[src/rtl/core/dns_name_text_to_wire_macros.svh]
// assertion macros for the dns name text-to-wire block
// expects clk_i and rst_ni in the scope of the module that uses them
`ifndef DNS_NAME_TEXT_TO_WIRE_MACROS_SVH
`define DNS_NAME_TEXT_TO_WIRE_MACROS_SVH
`ifndef SYNTHESIS
`define DNSTW_ASSERT_IMP(lbl, ante, cons, msg) \
  lbl: assert property (@(posedge clk_i) disable iff (!rst_ni) (ante) |-> (cons)) \
    else $error(msg);
`define DNSTW_ASSERT_NXT(lbl, ante, cons, msg) \
  lbl: assert property (@(posedge clk_i) disable iff (!rst_ni) (ante) |=> (cons)) \
    else $error(msg);
`else
`define DNSTW_ASSERT_IMP(lbl, ante, cons, msg)
`define DNSTW_ASSERT_NXT(lbl, ante, cons, msg)
`endif
`endif

[src/rtl/core/dnstw_pkg.sv]
// shared types, constants and step functions of the dns name text-to-wire block
// no dependencies
package dnstw_pkg;

  localparam int MaxNameDef  = 255;
  localparam int MaxLabelDef = 63;
  localparam int MaxRes      = 4;
  localparam int CntW        = $clog2(MaxRes + 1);
  localparam int IdxW        = $clog2(MaxRes);

  localparam logic [7:0] CharDot  = 8'h2E;
  localparam logic [7:0] CharBsl  = 8'h5C;
  localparam logic [7:0] CharZero = 8'h30;
  localparam logic [7:0] CharNine = 8'h39;
  localparam logic [9:0] ByteMax  = 10'd255;

  typedef enum logic [1:0] {
    KIND_BYTE = 2'd0,
    KIND_DONE = 2'd1,
    KIND_LONG = 2'd2,
    KIND_ESC  = 2'd3
  } kind_e;

  typedef struct packed {
    kind_e      kind;
    logic [7:0] addr;
    logic [7:0] value;
    logic [7:0] total_len;
    logic       last;
  } res_t;

  typedef struct packed {
    res_t [MaxRes-1:0] r;
    logic [CntW-1:0]   cnt;
  } bundle_t;

  // working copy of the name state while one character is processed
  typedef struct packed {
    logic [8:0] wp;
    logic [7:0] ls;
    logic       fl;
    bundle_t    b;
  } ctx_t;

  function automatic ctx_t emit(ctx_t c, kind_e k, logic [7:0] a, logic [7:0] v,
                                logic [7:0] t, logic l);
    ctx_t r;
    r = c;
    if (r.b.cnt < CntW'(MaxRes)) begin
      r.b.r[r.b.cnt[IdxW-1:0]] = '{kind: k, addr: a, value: v, total_len: t, last: l};
      r.b.cnt = r.b.cnt + CntW'(1);
    end
    return r;
  endfunction

  function automatic ctx_t fail(ctx_t c, kind_e k);
    ctx_t r;
    r = emit(c, k, 8'd0, 8'd0, 8'd0, 1'b1);
    r.fl = 1'b1;
    return r;
  endfunction

  // data byte, too-long error once the buffer is full
  function automatic ctx_t put_byte(ctx_t c, logic [7:0] b, logic [7:0] lim);
    ctx_t r;
    if (c.wp + 9'd1 >= {1'b0, lim}) begin
      r = fail(c, KIND_LONG);
    end else begin
      r = emit(c, KIND_BYTE, c.wp[7:0], b, 8'd0, 1'b0);
      r.wp = c.wp + 9'd1;
    end
    return r;
  endfunction

  // write back the length byte of the label a dot closes, too-long error past the label limit
  function automatic ctx_t close_label(ctx_t c, logic [8:0] max_lab);
    ctx_t       r;
    logic [8:0] len;
    r = c;
    len = c.wp - {1'b0, c.ls};
    if (len > max_lab) begin
      r = fail(c, KIND_LONG);
    end else if (len != 9'd0) begin
      r = emit(c, KIND_BYTE, c.ls - 8'd1, len[7:0], 8'd0, 1'b0);
      r.wp = c.wp + 9'd1;
      r.ls = r.wp[7:0];
    end
    return r;
  endfunction

endpackage

[src/rtl/core/dnstw_step.sv]
// name state registers and the per-character decision logic
// depends on dnstw_pkg
module dnstw_step #(
  parameter int MAX_LABEL = dnstw_pkg::MaxLabelDef
) (
  input  logic               clk_i,
  input  logic               rst_ni,
  input  logic               fire_i,
  input  logic [7:0]         ch_i,
  input  logic               end_i,
  input  logic [7:0]         limit_i,
  output dnstw_pkg::bundle_t bundle_o
);

  typedef enum logic [1:0] {
    ESC_NONE  = 2'd0,
    ESC_SLASH = 2'd1,
    ESC_ONE   = 2'd2,
    ESC_TWO   = 2'd3
  } esc_e;

  localparam logic [8:0] MaxLab = 9'(MAX_LABEL);

  logic [8:0] wpos_q, wpos_d;
  logic [7:0] lstart_q, lstart_d;
  esc_e       phase_q, phase_d;
  logic [6:0] eval_q, eval_d;
  logic       failed_q, failed_d;

  dnstw_pkg::ctx_t c;
  logic            is_end, is_dig, plain;
  logic [3:0]      dig;
  logic [9:0]      ev10;
  logic [8:0]      len;

  assign is_end = end_i || (ch_i == 8'd0);
  assign is_dig = (ch_i >= dnstw_pkg::CharZero) && (ch_i <= dnstw_pkg::CharNine);
  assign dig    = 4'(ch_i - dnstw_pkg::CharZero);
  assign ev10   = (10'(eval_q) << 3) + (10'(eval_q) << 1) + 10'(dig);

  always_comb begin
    c.wp    = wpos_q;
    c.ls    = lstart_q;
    c.fl    = failed_q;
    c.b     = '0;
    phase_d = phase_q;
    eval_d  = eval_q;
    plain   = 1'b0;
    len     = 9'd0;
    if (is_end) begin
      if (!c.fl) begin
        // pending digit escape goes out before the end
        if (phase_q == ESC_ONE || phase_q == ESC_TWO) begin
          c = dnstw_pkg::put_byte(c, {1'b0, eval_q}, limit_i);
        end
        if (!c.fl) begin
          len = c.wp - {1'b0, c.ls};
          if (len > MaxLab) begin
            c = dnstw_pkg::fail(c, dnstw_pkg::KIND_LONG);
          end else begin
            c = dnstw_pkg::emit(c, dnstw_pkg::KIND_BYTE, c.ls - 8'd1, len[7:0], 8'd0, 1'b0);
            if (len != 9'd0) begin
              c = dnstw_pkg::emit(c, dnstw_pkg::KIND_BYTE, c.wp[7:0], 8'd0, 8'd0, 1'b0);
              c.wp = c.wp + 9'd1;
            end
            c = dnstw_pkg::emit(c, dnstw_pkg::KIND_DONE, 8'd0, 8'd0, c.wp[7:0], 1'b1);
          end
        end
      end
      phase_d = ESC_NONE;
      eval_d  = 7'd0;
    end else if (!c.fl) begin
      unique case (phase_q) inside
        ESC_SLASH: begin
          if (is_dig) begin
            eval_d  = 7'(dig);
            phase_d = ESC_ONE;
          end else begin
            phase_d = ESC_NONE;
            c = dnstw_pkg::put_byte(c, ch_i, limit_i);
          end
        end
        ESC_ONE, ESC_TWO: begin
          if (is_dig) begin
            if (phase_q == ESC_ONE) begin
              eval_d  = 7'(ev10);
              phase_d = ESC_TWO;
            end else begin
              phase_d = ESC_NONE;
              if (ev10 > dnstw_pkg::ByteMax) begin
                c = dnstw_pkg::fail(c, dnstw_pkg::KIND_ESC);
              end else begin
                c = dnstw_pkg::put_byte(c, ev10[7:0], limit_i);
              end
            end
          end else begin
            // escape cut short: write it, then treat the character as usual
            phase_d = ESC_NONE;
            c = dnstw_pkg::put_byte(c, {1'b0, eval_q}, limit_i);
            plain = !c.fl;
          end
        end
        default: plain = 1'b1;
      endcase
      if (plain) begin
        if (ch_i == dnstw_pkg::CharDot) begin
          c = dnstw_pkg::close_label(c, MaxLab);
        end else if (ch_i == dnstw_pkg::CharBsl) begin
          phase_d = ESC_SLASH;
        end else begin
          c = dnstw_pkg::put_byte(c, ch_i, limit_i);
        end
      end
    end
    if (is_end) begin
      wpos_d   = 9'd1;
      lstart_d = 8'd1;
      failed_d = 1'b0;
    end else begin
      wpos_d   = c.wp;
      lstart_d = c.ls;
      failed_d = c.fl;
    end
  end

  assign bundle_o = c.b;

  always_ff @(posedge clk_i or negedge rst_ni) begin
    if (!rst_ni) begin
      wpos_q   <= 9'd1;
      lstart_q <= 8'd1;
      phase_q  <= ESC_NONE;
      eval_q   <= 7'd0;
      failed_q <= 1'b0;
    end else if (fire_i) begin
      wpos_q   <= wpos_d;
      lstart_q <= lstart_d;
      phase_q  <= phase_d;
      eval_q   <= eval_d;
      failed_q <= failed_d;
    end
  end

endmodule

[src/rtl/core/dnstw_outq.sv]
// result register: holds the results of one character and hands them out one a cycle while the output is ready
// depends on dnstw_pkg
module dnstw_outq (
  input  logic               clk_i,
  input  logic               rst_ni,
  input  logic               load_i,
  input  dnstw_pkg::bundle_t bundle_i,
  output logic               can_load_o,
  output logic               valid_o,
  input  logic               ready_i,
  output dnstw_pkg::res_t    res_o
);

  dnstw_pkg::res_t [dnstw_pkg::MaxRes-1:0] bund_q;
  logic [dnstw_pkg::CntW-1:0]              rd_q, rd_d;
  logic [dnstw_pkg::CntW-1:0]              cnt_q;
  logic [dnstw_pkg::CntW-1:0]              rd_inc;

  assign rd_inc     = rd_q + dnstw_pkg::CntW'(1);
  assign valid_o    = (rd_q != cnt_q);
  assign can_load_o = !valid_o || (ready_i && (rd_inc == cnt_q));
  assign res_o      = bund_q[rd_q[dnstw_pkg::IdxW-1:0]];

  always_comb begin
    rd_d = rd_q;
    if (valid_o && ready_i) begin
      rd_d = rd_inc;
    end
  end

  always_ff @(posedge clk_i or negedge rst_ni) begin
    if (!rst_ni) begin
      rd_q  <= '0;
      cnt_q <= '0;
    end else if (load_i) begin
      rd_q  <= '0;
      cnt_q <= bundle_i.cnt;
    end else begin
      rd_q <= rd_d;
    end
  end

  always_ff @(posedge clk_i) begin
    if (load_i) begin
      bund_q <= bundle_i.r;
    end
  end

endmodule

[src/rtl/core/dns_name_text_to_wire.sv]
// top level of the dns name text-to-wire converter
// depends on dnstw_pkg, dnstw_step, dnstw_outq and dns_name_text_to_wire_macros.svh
//
// channel   dir  handshake                      payload
// s_axis    in   s_axis_tvalid_i/s_axis_tready_o tdata = ch, tlast = end of name
// m_axis    out  m_axis_tvalid_o/m_axis_tready_i addr,value,total_len / kind / last
// cfg       in   cfg_valid_i/cfg_ready_o         cfg_data_i = out_size
//
// a character that causes at most one result is taken every cycle while the output
// is ready; one that causes more results (up to four, at the end of a name) holds
// the input until the last of them is taken, since the result register drains
// through one output port; results appear in the cycle after the character is taken
// reset clears the name state and sets out_size to its maximum
// a stall on the output holds the input while any result of the last character is pending
`include "dns_name_text_to_wire_macros.svh"

module dns_name_text_to_wire #(
  parameter int MAX_NAME  = dnstw_pkg::MaxNameDef,   // 16..255
  parameter int MAX_LABEL = dnstw_pkg::MaxLabelDef   // 1..63
) (
  input  logic        clk_i,
  input  logic        rst_ni,
  // character stream
  input  logic        s_axis_tvalid_i,
  output logic        s_axis_tready_o,
  input  logic [7:0]  s_axis_tdata_i,   // [7:0] ch
  input  logic        s_axis_tlast_i,
  // result stream
  output logic        m_axis_tvalid_o,
  input  logic        m_axis_tready_i,
  output logic [23:0] m_axis_tdata_o,   // [7:0] addr, [15:8] value, [23:16] total_len
  output logic [1:0]  m_axis_tuser_o,   // [1:0] kind
  output logic        m_axis_tlast_o,
  // out_size register write
  input  logic        cfg_valid_i,
  output logic        cfg_ready_o,
  input  logic [7:0]  cfg_data_i
);

  localparam logic [7:0] MaxName = 8'(MAX_NAME);

  logic               s_fire;
  logic               can_load;
  logic [7:0]         out_size_q;
  logic [7:0]         limit;
  dnstw_pkg::bundle_t bundle;
  dnstw_pkg::res_t    res;

  // out_size register, always ready
  assign cfg_ready_o = 1'b1;

  always_ff @(posedge clk_i or negedge rst_ni) begin
    if (!rst_ni) begin
      out_size_q <= 8'd255;
    end else if (cfg_valid_i) begin
      out_size_q <= cfg_data_i;
    end
  end

  // usable buffer size: capped at the max name length, zero read as one
  always_comb begin
    if (out_size_q == 8'd0) begin
      limit = 8'd1;
    end else if (out_size_q > MaxName) begin
      limit = MaxName;
    end else begin
      limit = out_size_q;
    end
  end

  // a character is taken once the result register is empty or its last result is taken
  assign s_axis_tready_o = can_load;
  assign s_fire          = s_axis_tvalid_i && can_load;

  dnstw_step #(
    .MAX_LABEL (MAX_LABEL)
  ) u_step (
    .clk_i    (clk_i),
    .rst_ni   (rst_ni),
    .fire_i   (s_fire),
    .ch_i     (s_axis_tdata_i),
    .end_i    (s_axis_tlast_i),
    .limit_i  (limit),
    .bundle_o (bundle)
  );

  dnstw_outq u_outq (
    .clk_i      (clk_i),
    .rst_ni     (rst_ni),
    .load_i     (s_fire),
    .bundle_i   (bundle),
    .can_load_o (can_load),
    .valid_o    (m_axis_tvalid_o),
    .ready_i    (m_axis_tready_i),
    .res_o      (res)
  );

  assign m_axis_tdata_o = {res.total_len, res.value, res.addr};
  assign m_axis_tuser_o = res.kind;
  assign m_axis_tlast_o = res.last;

  // done and error results close the name
  `DNSTW_ASSERT_IMP(a_last_on_status,
    m_axis_tvalid_o && (res.kind != dnstw_pkg::KIND_BYTE), m_axis_tlast_o,
    "status result without last")
  // byte writes stay inside the largest buffer
  `DNSTW_ASSERT_IMP(a_addr_in_range,
    m_axis_tvalid_o && (res.kind == dnstw_pkg::KIND_BYTE), res.addr < MaxName,
    "byte write beyond max name length")
  // input stalls only behind a pending result
  `DNSTW_ASSERT_IMP(a_stall_has_cause, !s_axis_tready_o, m_axis_tvalid_o,
    "input stalled with no result pending")

endmodule
[config.mk]
export PLATFORM = sky130hd
export DESIGN_NAME = dns_name_text_to_wire
export DESIGN_NICKNAME = d
export VERILOG_FILES = /design/src/rtl/core/dnstw_pkg.sv /design/src/rtl/core/dnstw_step.sv /design/src/rtl/core/dnstw_outq.sv /design/src/rtl/core/dns_name_text_to_wire.sv
export VERILOG_INCLUDE_DIRS = /design/src /design/src/rtl/core
export SDC_FILE = /design/constraint.sdc
export NUM_CORES = 1
export LEC_CHECK = 0
export BUFFER_PORTS_ARGS = -buffer_cell sky130_fd_sc_hd__buf_2
export CAP_MARGIN = 20
export CORE_MARGIN = 3
export CORE_UTILIZATION = 60
export DETAILED_ROUTE_END_ITERATION = 12
export PLACE_DENSITY_LB_ADDON = 0.12
export SLEW_MARGIN = 10
export SYNTH_ARGS = -nofsm -noshare
export SYNTH_HDL_FRONTEND = slang
export SYNTH_SLANG_ARGS = --single-unit
[constraint.sdc]
create_clock -name clk_i -period 9.2 [get_ports clk_i]
set_input_delay 0.46 -clock clk_i [delete_from_list [all_inputs] [get_ports clk_i]]
set_output_delay 0.46 -clock clk_i [all_outputs]
set_load 0.03 [all_outputs]
==> impl_metrics.env <==
export IMPL_root_buffer="clkbuf_16"
export IMPL_worst_ep_required_time_ns=9.36
export IMPL_dp_final_hpwl_um=22810
export IMPL_num_io_pins=52
export IMPL_synth_area_per_cell_um2=9.169
export IMPL_reg2reg_from="u_step.wpos_q[4]"
export IMPL_drc_errors=0
export IMPL_slowest_delay_ns=0.57
export IMPL_cts_resized=0
export IMPL_start_kind="flip-flop"
export IMPL_ir_worst_vdd_mv=0.2486
export IMPL_p_seq_share_pct=28.1
export IMPL_cts_tree="done"
export IMPL_powerDensity_nw_per_um2=292.6
export IMPL_cp_arrival_ns=8.45
export IMPL_fin_setup_tns_ns=0
export IMPL_netlist_instances=1044
export IMPL_die_y_um=132.3
export IMPL_clk_latency_ns=0.44
export IMPL_clk_pin_slew_ns=0.07
export IMPL_synth_flop_cell="edfxtp_1"
export IMPL_grt_max_degree=86
export IMPL_vias_per_cell=6.736
export IMPL_leakagePower_nw=4.205
export IMPL_routedWlPerCell_um=23.64
export IMPL_r2r_cells=26
export IMPL_intPower_mw=1.716
export IMPL_antenna_cells=0
export IMPL_yosysWarnings=0
export IMPL_fp_row_count=45
export IMPL_grtUsageTotal_pct=35.32
export IMPL_die_area_um2=17510
export IMPL_p_clk_share_pct=22.5
export IMPL_p_switching_mw=1.375
export IMPL_syn_to_final_growth_pct=10.35
export IMPL_postCtsSetupRepairBufs=0
export IMPL_drive_gt1_share_pct=14.00
export IMPL_core_um2=15430
export IMPL_htreeDepth=4
export IMPL_stdcell_area_um2=10560
export IMPL_endpoint_kind="flip-flop"
export IMPL_ant_nets=0
export IMPL_cts_hold_buf=0
export IMPL_combPwrFrac_pct=49.4
export IMPL_place_worst_setup_slack_ns=1.261
export IMPL_tightest_slew_ns=1.108
export IMPL_fmax_ghz=0.1206
export IMPL_first_iter_violations=1129
export IMPL_hp_class="input pin to asynchronous set/reset pin"
export IMPL_cap_violations=0
export IMPL_drv_slew=0
export IMPL_finalCritPeriodShare_pct=90.12
export IMPL_crit_type="flip-flop to flip-flop"
export IMPL_nFillCells=1271
export IMPL_synthesis_area_um2=9573
export IMPL_rrSetupSlack_ns=0.91
export IMPL_synthArstFlopShare_pct=33.88
export IMPL_fp_dieW_um=132.3
export IMPL_grt_pass1_wl_um=47910
export IMPL_cts_buffers=17
export IMPL_ys_seq_elements=121
export IMPL_status="finished, final reports clean"
export IMPL_regToRegEndpoint="u_outq.bund_q[22]"
export IMPL_period_needed_ns=8.291
export IMPL_place_area_um2=9953
export IMPL_grt_pass1_vias=8324
export IMPL_drtPass1Iterations=6
export IMPL_setup_ws_ns=0.9088
export IMPL_crit_top_cell="ha_1"
export IMPL_fin_util_pct=68.48
export IMPL_clock_sinks=121
export IMPL_port_buffers=50
export IMPL_cp_num_buf_inv=2
export IMPL_clock_skew_ns=0.01464
export IMPL_finalHoldViolations=0
export IMPL_critPathMaxFanout=16
export IMPL_switching_share_pct=44.48
export IMPL_rsz0062_at_grt="no"
export IMPL_yosysSeqAreaShare_pct=35.94
export IMPL_cpMaxStageDelayCell="dfrtp_1"
export IMPL_vias=8737
export IMPL_synth_net_count=1128
export IMPL_place_gp_congestion=1.050
export IMPL_routed_wl_um=30670
export IMPL_clockBufferDepth=2
export IMPL_nets=1157
export IMPL_grt_overflow=0
export IMPL_antenna_found_initial=1
export IMPL_setup_viol=0
export IMPL_start_util_pct=62.05
export IMPL_synth_edf_count=80
export IMPL_synth_cell_types=97
export IMPL_slew_headroom_pct=26.14
export IMPL_crit_family="simple AND/OR/NAND/NOR gates"
-- synth_stat cells (7+ instances only) --
cell | number | share of area (%)
nand2b_1 | 7 | 0.46
o21ai_0 | 57 | 3.0
o31ai_1 | 11 | 0.86
dfstp_2 | 10 | 2.7
or3_1 | 8 | 0.52
clkbuf_1 | 38 | 1.5
buf_4 | 7 | 0.55
a32o_1 | 7 | 0.73
o211ai_1 | 9 | 0.71
nor2_1 | 98 | 3.8
inv_1 | 52 | 2.0
edfxtp_1 | 80 | 25
xnor2_1 | 35 | 3.2
xor2_1 | 16 | 1.5
a22o_1 | 10 | 0.91
a31oi_1 | 13 | 0.85
dfrtp_1 | 31 | 8.1
nand2_1 | 121 | 4.7
nand3_1 | 24 | 1.3
and3_1 | 19 | 1.2
mux4_2 | 10 | 2.4
a21oi_1 | 63 | 3.3
nor4_1 | 10 | 0.65
and2_1 | 7 | 0.46
o21ai_1 | 11 | 0.58
ha_1 | 58 | 7.6
mux2i_1 | 26 | 2.7
o221ai_1 | 11 | 1.0
nand4_1 | 16 | 1.0
a21o_1 | 11 | 0.86
o21a_1 | 11 | 0.86
nor2b_1 | 9 | 0.59
nor3_1 | 19 | 0.99
a22oi_1 | 9 | 0.71
-- how the worst max path moves through the flow --
stage	start	to	slack (ns)	cells after the start
global route	u_step.wpos_q[0]	u_outq.bund_q[23]	0.41	27
floorplan	u_step.wpos_q[0]	u_outq.bund_q[19]	2.58	29
global placement	u_step.wpos_q[0]	u_outq.bund_q[22]	1.46	26
CTS	u_step.wpos_q[0]	u_outq.bund_q[22]	1.19	26
finish	u_step.wpos_q[4]	u_outq.bund_q[22]	0.91	26
detailed placement	u_step.wpos_q[0]	u_outq.bund_q[22]	1.26	26
-- state kept, by name, indices dropped and copies added (netlist names) --
register         count
u_step.lstart_q      8
u_outq.bund_q       80
u_step.wpos_q        9
u_step.phase_q       2
u_step.failed_q      1
u_step.eval_q        7
u_outq.rd_q          3
out_size_q           8
u_outq.cnt_q         3
-- layer usage --
| layer | vias up | global-route usage [%] | share of wire (%) |
|---|---|---|---|
| met5 | - | 0 | 0.039 |
| met2 | 579 | 52.19 | 43 |
| li1 | 3955 | - | - |
| met3 | 125 | 11.76 | 12 |
| met4 | 2 | 17.55 | 5.6 |
| met1 | 4076 | 46.73 | 39 |
-- stage by stage --
step / std cells / power, mW / hold WS [ns]
finish: 1297 / 3.091 / 0.1382
global route: 1297 / 3.252 / 0.1738
CTS: 1297 / 3.072 / 0.1498
detailed placement: 1265 / 2.378 / 0.4963
global placement: 1265 / 2.350 / 0.4921
floorplan: 1044 / 1.955 / 0.1644
-- logic make-up (layout without fill, tap and decap cells) --
logic type	Yosys count	after routing	synth area share, %
flops	121	121	35.94
other cells	1	1	0.03917
simple gates	363	363	18.46
xor+xnor	53	53	5.006
fa+ha+maj	62	62	8.417
compound gates	292	292	21.42
mux	42	42	5.921
buf+inv	110	152	4.797
-- power groups by stage --
stage / combinational [mW] / clock [mW] / sequential [mW]
2_1_floorplan: 1.11 / 0 / 0.844
3_3_place_gp: 1.48 / 0 / 0.868
3_5_place_dp: 1.50 / 0 / 0.875
4_1_cts: 1.51 / 0.697 / 0.865
5_1_grt: 1.65 / 0.721 / 0.880
6_report: 1.53 / 0.696 / 0.867
-- cell usage in the layout, fill, tap and decap left out, drive strengths merged, types with 9 or more instances in the layout --
cell type and instances:
dfstp 10, o221ai 11, a31oi 13, o21a 11
clkbuf 22, mux4 10, dfrtp 31, and3 19
mux2i 28, xor2 16, o31ai 12, buf 65
nand3 25, xnor2 37, nor3 21, nand4 16
a21o 11, inv 54, nor4 14, ha 58
nor2 99, edfxtp 80, o21ai 69, nand2 124
a22oi 9, nor2b 9, a22o 10, o211ai 11
a21oi 63
-- area by class of cell --
type / instances / area, µm² / share of cell area (%)
Timing Repair Buffer: 65 / 362.8 / 3.435
Clock buffer: 22 / 496.7 / 4.702
Clock inverter: 10 / 113.9 / 1.078
Sequential cell: 121 / 3441 / 32.57
Multi-Input combinational cell: 813 / 5673 / 53.70
Inverter: 55 / 212.7 / 2.013
Tap cell: 211 / 264.0 / 2.499
Power figures use the tool's default switching activity.
